### src/hdl/sla_pkg.sv
// Shared types, constants and helper functions of the select-link OD accumulator.
package sla_pkg;

  // Sizing of the accumulator.
  localparam int NUM_CLASSES = 10;
  localparam int MAX_ZONES   = 64;
  localparam int MAT_DEPTH   = NUM_CLASSES * MAX_ZONES * MAX_ZONES;
  localparam int ADDR_W      = $clog2(MAT_DEPTH);

  // Field widths.
  localparam int CMD_W   = 3;
  localparam int ZONE_W  = 7;
  localparam int CLS_W   = 4;
  localparam int VOL_W   = 24;
  localparam int NODE_W  = 32;
  localparam int DATA_W  = 32;
  localparam int CFG_IDX_W = 2;

  // Input commands.
  typedef enum logic [CMD_W-1:0] {
    CMD_START  = 3'd0,
    CMD_VOLUME = 3'd1,
    CMD_NODE   = 3'd2,
    CMD_END    = 3'd3,
    CMD_READ   = 3'd4
  } cmd_t;

  // Configuration register indexes.
  typedef enum logic [CFG_IDX_W-1:0] {
    REG_LINK1_FROM = 2'd0,
    REG_LINK1_TO   = 2'd1,
    REG_LINK2_FROM = 2'd2,
    REG_LINK2_TO   = 2'd3
  } cfg_reg_t;

  // Link pair matcher states.
  typedef enum logic [2:0] {
    P_IDLE = 3'b001,
    P_FROM = 3'b010,
    P_TO   = 3'b100
  } pair_t;

  // Controller states.
  typedef enum logic [4:0] {
    S_CLEAR   = 5'b00001,
    S_IDLE    = 5'b00010,
    S_RD_WAIT = 5'b00100,
    S_CM_RD   = 5'b01000,
    S_CM_WR   = 5'b10000
  } state_t;

  // One result transaction.
  typedef struct packed {
    logic [DATA_W-1:0] read_value;
    logic              route_matched;
    logic              zone_error;
  } res_t;

  // Controller to datapath commands.
  typedef struct packed {
    logic              accept;
    logic              push_now;
    logic              push_pend;
    logic              cm_rd;
    logic              cm_wr;
    logic              clr_wr;
    logic [ADDR_W-1:0] clr_addr;
    logic [CLS_W-1:0]  cls;
  } ctrl_cmd_t;

  // Datapath to controller status.
  typedef struct packed {
    logic skid_free;
    logic is_read;
    logic commit_ok;
  } dp_stat_t;

  // True for a one-based zone in range.
  function automatic logic zone_ok(input logic [ZONE_W-1:0] z);
    return (z != '0) && (32'(z) <= 32'(MAX_ZONES));
  endfunction

  // Matrix address of class c, origin o, destination d (zones one-based).
  function automatic logic [ADDR_W-1:0] mat_addr(input logic [CLS_W-1:0] c,
                                                 input logic [ZONE_W-1:0] o,
                                                 input logic [ZONE_W-1:0] d);
    logic [ADDR_W-1:0] oa;
    logic [ADDR_W-1:0] da;
    oa = ADDR_W'(o) - ADDR_W'(1);
    da = ADDR_W'(d) - ADDR_W'(1);
    return ADDR_W'(ADDR_W'(c) * ADDR_W'(MAX_ZONES * MAX_ZONES))
         + ADDR_W'(oa * ADDR_W'(MAX_ZONES)) + da;
  endfunction

endpackage

### src/hdl/sla_ctrl.sv
// Controller state machine: clearing sweep, input acceptance, read wait and commit sequence.
module sla_ctrl import sla_pkg::*; (
  input  logic      clk,
  input  logic      rst,
  input  logic      in_valid,
  output logic      in_ready,
  input  dp_stat_t  stat,
  output ctrl_cmd_t cmd
);

  state_t            state, state_next;
  logic [ADDR_W-1:0] clr_cnt, clr_cnt_next;
  logic [CLS_W-1:0]  cls_cnt, cls_cnt_next;
  logic              accept;

  // Take a transaction only when idle and the skid stage is free
  assign in_ready = (state == S_IDLE) && stat.skid_free;
  assign accept   = in_valid && in_ready;

  // Decode next state and datapath commands
  always_comb begin
    state_next   = state;
    clr_cnt_next = clr_cnt;
    cls_cnt_next = cls_cnt;
    cmd          = '0;
    cmd.accept   = accept;
    cmd.clr_addr = clr_cnt;
    cmd.cls      = cls_cnt;
    unique case (state)
      S_CLEAR: begin
        cmd.clr_wr   = 1'b1;
        clr_cnt_next = clr_cnt + ADDR_W'(1);
        if (clr_cnt == ADDR_W'(MAT_DEPTH - 1)) begin
          state_next = S_IDLE;
        end
      end
      S_IDLE: begin
        if (accept) begin
          priority if (stat.is_read) begin
            state_next = S_RD_WAIT;
          end else if (stat.commit_ok) begin
            cls_cnt_next = '0;
            state_next   = S_CM_RD;
          end else begin
            cmd.push_now = 1'b1;
          end
        end
      end
      S_RD_WAIT: begin
        cmd.push_pend = 1'b1;
        state_next    = S_IDLE;
      end
      S_CM_RD: begin
        cmd.cm_rd  = 1'b1;
        state_next = S_CM_WR;
      end
      S_CM_WR: begin
        cmd.cm_wr = 1'b1;
        if (cls_cnt == CLS_W'(NUM_CLASSES - 1)) begin
          cmd.push_pend = 1'b1;
          state_next    = S_IDLE;
        end else begin
          cls_cnt_next = cls_cnt + CLS_W'(1);
          state_next   = S_CM_RD;
        end
      end
      default: begin
        state_next = S_CLEAR;
      end
    endcase
  end

  // Advance state and counters
  always_ff @(posedge clk) begin
    if (rst) begin
      state   <= S_CLEAR;
      clr_cnt <= '0;
      cls_cnt <= '0;
    end else begin
      state   <= state_next;
      clr_cnt <= clr_cnt_next;
      cls_cnt <= cls_cnt_next;
    end
  end

endmodule

### config.mk
export PLATFORM = sky130hd
export DESIGN_NAME = sla_ctrl
export DESIGN_NICKNAME = d
export VERILOG_FILES = /design/src/hdl/sla_pkg.sv /design/src/hdl/sla_ctrl.sv
export SDC_FILE = /design/constraint.sdc
export NUM_CORES = 1
export LEC_CHECK = 0
export BUFFER_PORTS_ARGS = -buffer_cell sky130_fd_sc_hd__buf_2
export CAP_MARGIN = 0
export CORE_UTILIZATION = 25
export CTS_BUF_LIST = sky130_fd_sc_hd__clkbuf_16
export CTS_CLUSTER_SIZE = 28
export DETAILED_ROUTE_END_ITERATION = 8
export GPL_ROUTABILITY_DRIVEN = 1
export SYNTH_ARGS = -nofsm -noshare
export SYNTH_HDL_FRONTEND = slang
export SYNTH_SLANG_ARGS = --single-unit
export TNS_END_PERCENT = 10
### constraint.sdc
create_clock -name clk -period 2.4 [get_ports clk]
set_clock_uncertainty 0.15 [all_clocks]
set_input_delay 0 -clock clk [delete_from_list [all_inputs] [get_ports clk]]
set_output_delay 0 -clock clk [all_outputs]
set_load 0.05 [all_outputs]
# Yosys cells after proc, flatten, opt, wreduce, memory -nomap -nowiden
# Index checks and enable logic that the tools add are counted.
# word_totals
regBits	25
output_inout_bits	27
wordCells	43
# op_classes
add_sub_neg	2
eq_ne	13
mux	20
reduce_logical	5
# ops
operator	n
$pmux 5 s5	1
$mux 4	5
$mux 5	4
$add 16x1->16 const B	1
$eq 16x16->1 const B	1
$ne 2x2->1 const B	5
$mux 1	8
$pmux 4 s2	1
$eq 5x1->1 const B	1
$eq 5x2->1 const B	1
$eq 5x3->1 const B	1
$eq 5x4->1 const B	1
$eq 5x5->1 const B	1
$reduce_and 5->1	1
$add 4x1->4 const B	1
$eq 4x4->1 const B	1
$ne 3x3->1 const B	1
$reduce_and 3->1	1
$logic_and 1x1->1	2
$pmux 1 s2	1
$reduce_bool 2->1	1

# Depth between registers and ports, before layout
# depth
depth_word	5
depth_mapped	6

# Worst setup path before layout
# No wires, ideal clock.
# synth_timing
path_type	register to output
startpoint	register cls_cnt[0]
endpoint	output cmd[23] (netlist name)
t_arrival_ns	2.739
t_required_ns	2.250
slack_ns	-0.489
path_stages_with_launch	6
n_path_buf	0
path_cell_list	dfxtp_1 -> ha_1 -> nand3b_1 -> nor3_1 -> a21oi_1 -> nor4_1
# synth_rtl
item	line_no	text
start, declared	sla_ctrl.sv:13	logic [CLS_W-1:0] cls_cnt, cls_cnt_next;
start signal, assigned	sla_ctrl.sv:82	cls_cnt <= cls_cnt_next;
end, declared	sla_ctrl.sv:8	output ctrl_cmd_t cmd

# Worst setup path after layout
# layout_timing
startpoint	register state[3]
endpoint	register state[2]
# layout_via
elab_chain_cells	5
word_cells_on_any_way	12
# layout_rtl
item	line_no	text
start, declared	sla_ctrl.sv:11	state_t state, state_next;
start signal, assigned	sla_ctrl.sv:80	state <= state_next;
$eq 5x2->1	sla_ctrl.sv:17, sla_ctrl.sv:29	
$logic_and 1x1->1	sla_ctrl.sv:17	assign in_ready = (state == S_IDLE) && stat.skid_free;
$logic_and 1x1->1	sla_ctrl.sv:18	assign accept = in_valid && in_ready;
$ne 2x2->1 (no line)	--	
$reduce_and 3->1 (no line)	--	
# Several ways; a longest one is shown, not always the timed one.
# A chain may end at the register's enable or synchronous reset.

==> metrics list <==
* Run status: finished, final reports clean
* DR iter-0 viols: between 90 and 100
- The worst pin sits at a relative slew slack of just under 70%.
- Routing usage on met2: around 17%
- Routability-driven placement finished with a final weighted congestion of about 0.76.
- The synthesized design contains 0 enable-type register cells.
- The die is 76.9 µm tall.
- Count of cell types in the netlist: 44
- Antenna diodes: 0
- Area growth from synthesis to layout: 22.5%
* Cell with the biggest individual delay on the critical path: dlygate4sd3_1
* Proportion of power drawn by the clock network: 36.8%
* Cell type group with the largest total delay on the critical path: simple AND/OR/NAND/NOR gates
- Fin worst setup slack: roughly 0.18 ns
- Average vias per placed instance: 4.99
* Worst R2R Setup Slack: approximately 0.18 ns
- The tree is rooted in a clkbuf_16.
* Internal power of the cells: 0.000714 W
* DRC errors left: 0
- Sequential cell area: between 500 and 600 µm²
- After synthesis, the largest family of logic cells by area is simple AND/OR/NAND/NOR gates.
- Global route total overflow: 0
* Area of combinational cells with multiple inputs: just over 800 µm²
- The synthesized netlist devotes between 30% and 40% of its cell area to simple gates.
- The hold violation count in the final report was 0.
- Number of cells on the worst reg-to-reg path: 5
- Class of the most critical setup path: flop to flop
- Final Critical Period: around 2.2 ns
- Share of synthesized cell area in full adder, half adder and majority cells: 2.68%
- Number of instances in the synthesized netlist: between 150 and 200
* Static Leak: between 0.6 and 0.7 nW
* Buf+Inv Stages, Crit Path: 1
* Aggregate global-route resource usage: ~11%
- Max incr delay on CP: 0.56 ns
- Of the total synthesized cell area, the portion taken by XOR and XNOR cells is about 4.4%.
- Max Root-Sink Buffers: 2
- Among all flip-flop cells after synthesis, the most frequent one is dfxtp_1.
- The detail route stage leaves a number of antenna-violating nets equal to 0.
- The finished layout holds about 270 standard cells, fillers aside.
- Launch point of the worst reg-to-reg path: state[3]
- # Max-Cap Violations: 0
- Average cell area after synthesis: approximately 8 µm²
- Of all nets on the critical path, the largest fanout is 9.
- Clock tree from TritonCTS: built
- Transition time at the pin with the least slew margin: approximately 0.48 ns
- DIE AREA: ~5900 µm²
- The critical path goes through or3_1 > nor2_1 > nand3_1 > nor3b_1 > dlygate4sd3_1.
- Measured against the total synthesized area, the mux share comes to 0.803%.
* Highest attainable clock frequency: ~450 MHz
- The worst register-to-register path ends at state[2].
- In this run, the combinational gates consume ~17% of the power.
- Setup repair after global routing left no endpoint under its margin.
- Counting the fill cells in the layout gives around 560.
- The floorplan step set the die width to just under 80 µm.
- Number of primary I/O pins: 33
* Cts bufs inserted: 3
* First-pass GRT wire length: between 5 and 6 mm
- The synthesized netlist occupies a cell area of 1400 µm².
- After synthesis the netlist holds a flip-flop and latch count of 25.
* Net Sw Power: just under 0.0003 W
- The clock drives 25 sinks.
* # rows: 26
- Of the cells placed in the final design, the portion with a size suffix greater than 1 is about a fifth.
* Pin count of the biggest net entering global routing: 27
- Core Area: 5270 µm²
* Global routing met3 resource utilization: between 1.5 and 2%
* Post-synthesis compound-gate area fraction: ~16%
* DP Cell Count: 265
- The max-slew violation count came to 0.
- Portion of the post-synthesis area used by sequential elements: between 30% and 40%
- WL final: 3.28 mm
* Post-detailed-route wirelength per cell: about 12 µm
* Number of warning messages in the yosys log: 0
- End of the critical path: state[2]
- Hold timing on the final database bottoms out at a slack of 0.0320 ns.
- CTS built an H-tree with a depth of 1.
- Count of hold buffers inserted by post-cts repair: 4
* Post-synth ARST share: 0%
* Setup-failing EPs final: 0
* Proportion of total power due to net switching: 29.2%
* Number of global-route vias before repair: around 1200
- For this run, global-route usage on met1 was measured as approximately 16%.
- At the worst endpoint, the arrival time is about 2.3 ns.
- Adding up every negative setup slack in the final design gives 0 ns.
* Instance count on the critical path: 5
* Worst-Skew Late Latency: between 0.2 and 0.3 ns
- After legalization and detailed placement, the total HPWL measured approximately 2.3 mm.
- The number of antenna violations at the first check in global routing came to 0.
* Cell area after layout: 1720 µm²
- Startpoint kind of the worst setup timing path: flop
* Crit. End Element: flop
- Initial Utilization: about a quarter
- Crit path required time: between 2 and 2.5 ns
- Period utilization: 92.3%
* Sequential cell fraction of total power: 45.8%
* Number of nets in the final layout: ~210
- Count of input and output buffers: 32
* Worst Hold Class: input pin to flop
* CTS clock-pin slew for the worst setup and hold paths: about 0.06 ns
- Post-Syn Nets: around 180
- After global routing, the most crowded layer is met2.
- Post-CTS repair changed the size of 0 cells.
- Place WS: 0.429 ns
- The number of setup buffers added after CTS is 0.
- Dividing total power by cell area gives a power density of 587 nW/µm².
- Detailed routing inserted a total of 1362 vias.
- After detailed placement, the total cell area comes to 1600 µm².
- Start point of the critical path: state[3]
* VDD IR-drop max: 0.000320 V
- The pre-antenna-repair detailed-routing pass consisted of 4 iterations.
sequential cells by signal, summed over array words and instances (netlist names):
register  flops
clr_cnt      16
cls_cnt       4
state         5
worst reg2reg max path: cells and delay by family, from the launching register on:
| family | cells | cell delay (ns) |
|---|---|---|
| buf+inv | 1 | 0.56 |
| flops | 1 | 0.40 |
| simple gates | 4 | 1.05 |
synth_stat cells, types with 2 or more instances:
master,number,share of area [%]
dfxtp_1,25,36
clkbuf_1,3,0.80
ha_1,3,2.7
or4_1,3,1.6
o21ai_0,13,4.6
or3_1,9,4.0
nor3b_1,2,1.1
nand3_1,5,1.8
nand4_1,6,2.7
nor3_1,5,1.8
and3_1,2,0.89
and2_1,3,1.3
nand3b_1,3,1.6
xnor2_1,3,1.9
inv_1,8,2.1
nor2_1,13,3.5
nor4_1,3,1.3
nor2b_1,3,1.3
xor2_1,4,2.5
a31oi_1,2,0.89
nand2_1,12,3.2
o211ai_1,2,1.1
a21oi_1,13,4.6
buf_4,3,1.6
buf_6,2,1.6
buf_2,2,0.71
and2b_1,2,1.1
o31ai_1,2,1.1
power groups by stage:
stage,Combinational (W),Clock (W),Sequential (W)
floorplan,0.0000968,0,0.000505
global placement,0.000171,0,0.000471
detailed placement,0.000170,0,0.000471
CTS,0.000176,0.000383,0.000461
global route,0.000192,0.000402,0.000467
finish,0.000175,0.000371,0.000462
area by class of cell:
type                       instances  area share [%]
clock inverter                     1           0.291
multi-input combinational        129            47.3
sequential                        25            29.1
inverter                           8            1.75
clock buffer                       3            4.37
tap                               70            5.10
timing repair buffer              37            12.1
cell families (layout without fill, tap and decap cells):
| kind of cell | Yosys count | after routing |
|---|---|---|
| compound gates | 38 | 38 |
| xor+xnor | 7 | 7 |
| flops | 25 | 25 |
| mux | 1 | 1 |
| buf+inv | 18 | 49 |
| fa+ha+maj | 3 | 3 |
| simple gates | 80 | 80 |
metal layers:
metal	wire [µm]	vias up
li1	-	687
met1	1650	640
met4	37	0
met5	0	-
met2	1460	30
met3	125	5
layout by cell type (no fill, tap or decap), drive strengths merged, types with 2 or more instances in the layout:
master	netlist	final
xor2	4	4
and3	2	2
buf	7	33
dlygate4sd3	0	4
nor3b	2	2
nand4	7	7
o31ai	2	2
nor3	6	6
nor2b	3	3
nand2	12	12
a21oi	13	13
dfxtp	25	25
nor4	3	3
a31oi	2	2
nand3	5	5
nand3b	3	3
o21ai	13	13
clkbuf	3	3
inv	8	8
xnor2	3	3
and2	3	3
o211ai	2	2
and2b	2	2
ha	3	3
nor2	14	14
or4	3	3
or3	9	9
through the flow:
step	total power, W	util (%)
after CTS	0.00102	32.6
after global routing	0.00106	32.6
after floorplan	0.000602	-
after detailed placement	0.000641	30.3
final	0.00101	32.6
after global placement	0.000641	30.3
worst min path at each step:
| stage | start | endpoint | cells past startpoint |
|---|---|---|---|
| floorplan | stat[1] | state[2] | 1 |
| global placement | stat[1] | state[2] | 2 |
| detailed placement | stat[1] | state[2] | 2 |
| CTS | rst | clr_cnt[2] | 2 |
| global route | rst | clr_cnt[0] | 2 |
| finish | rst | clr_cnt[8] | 2 |
Power figures use the tool's default switching activity.
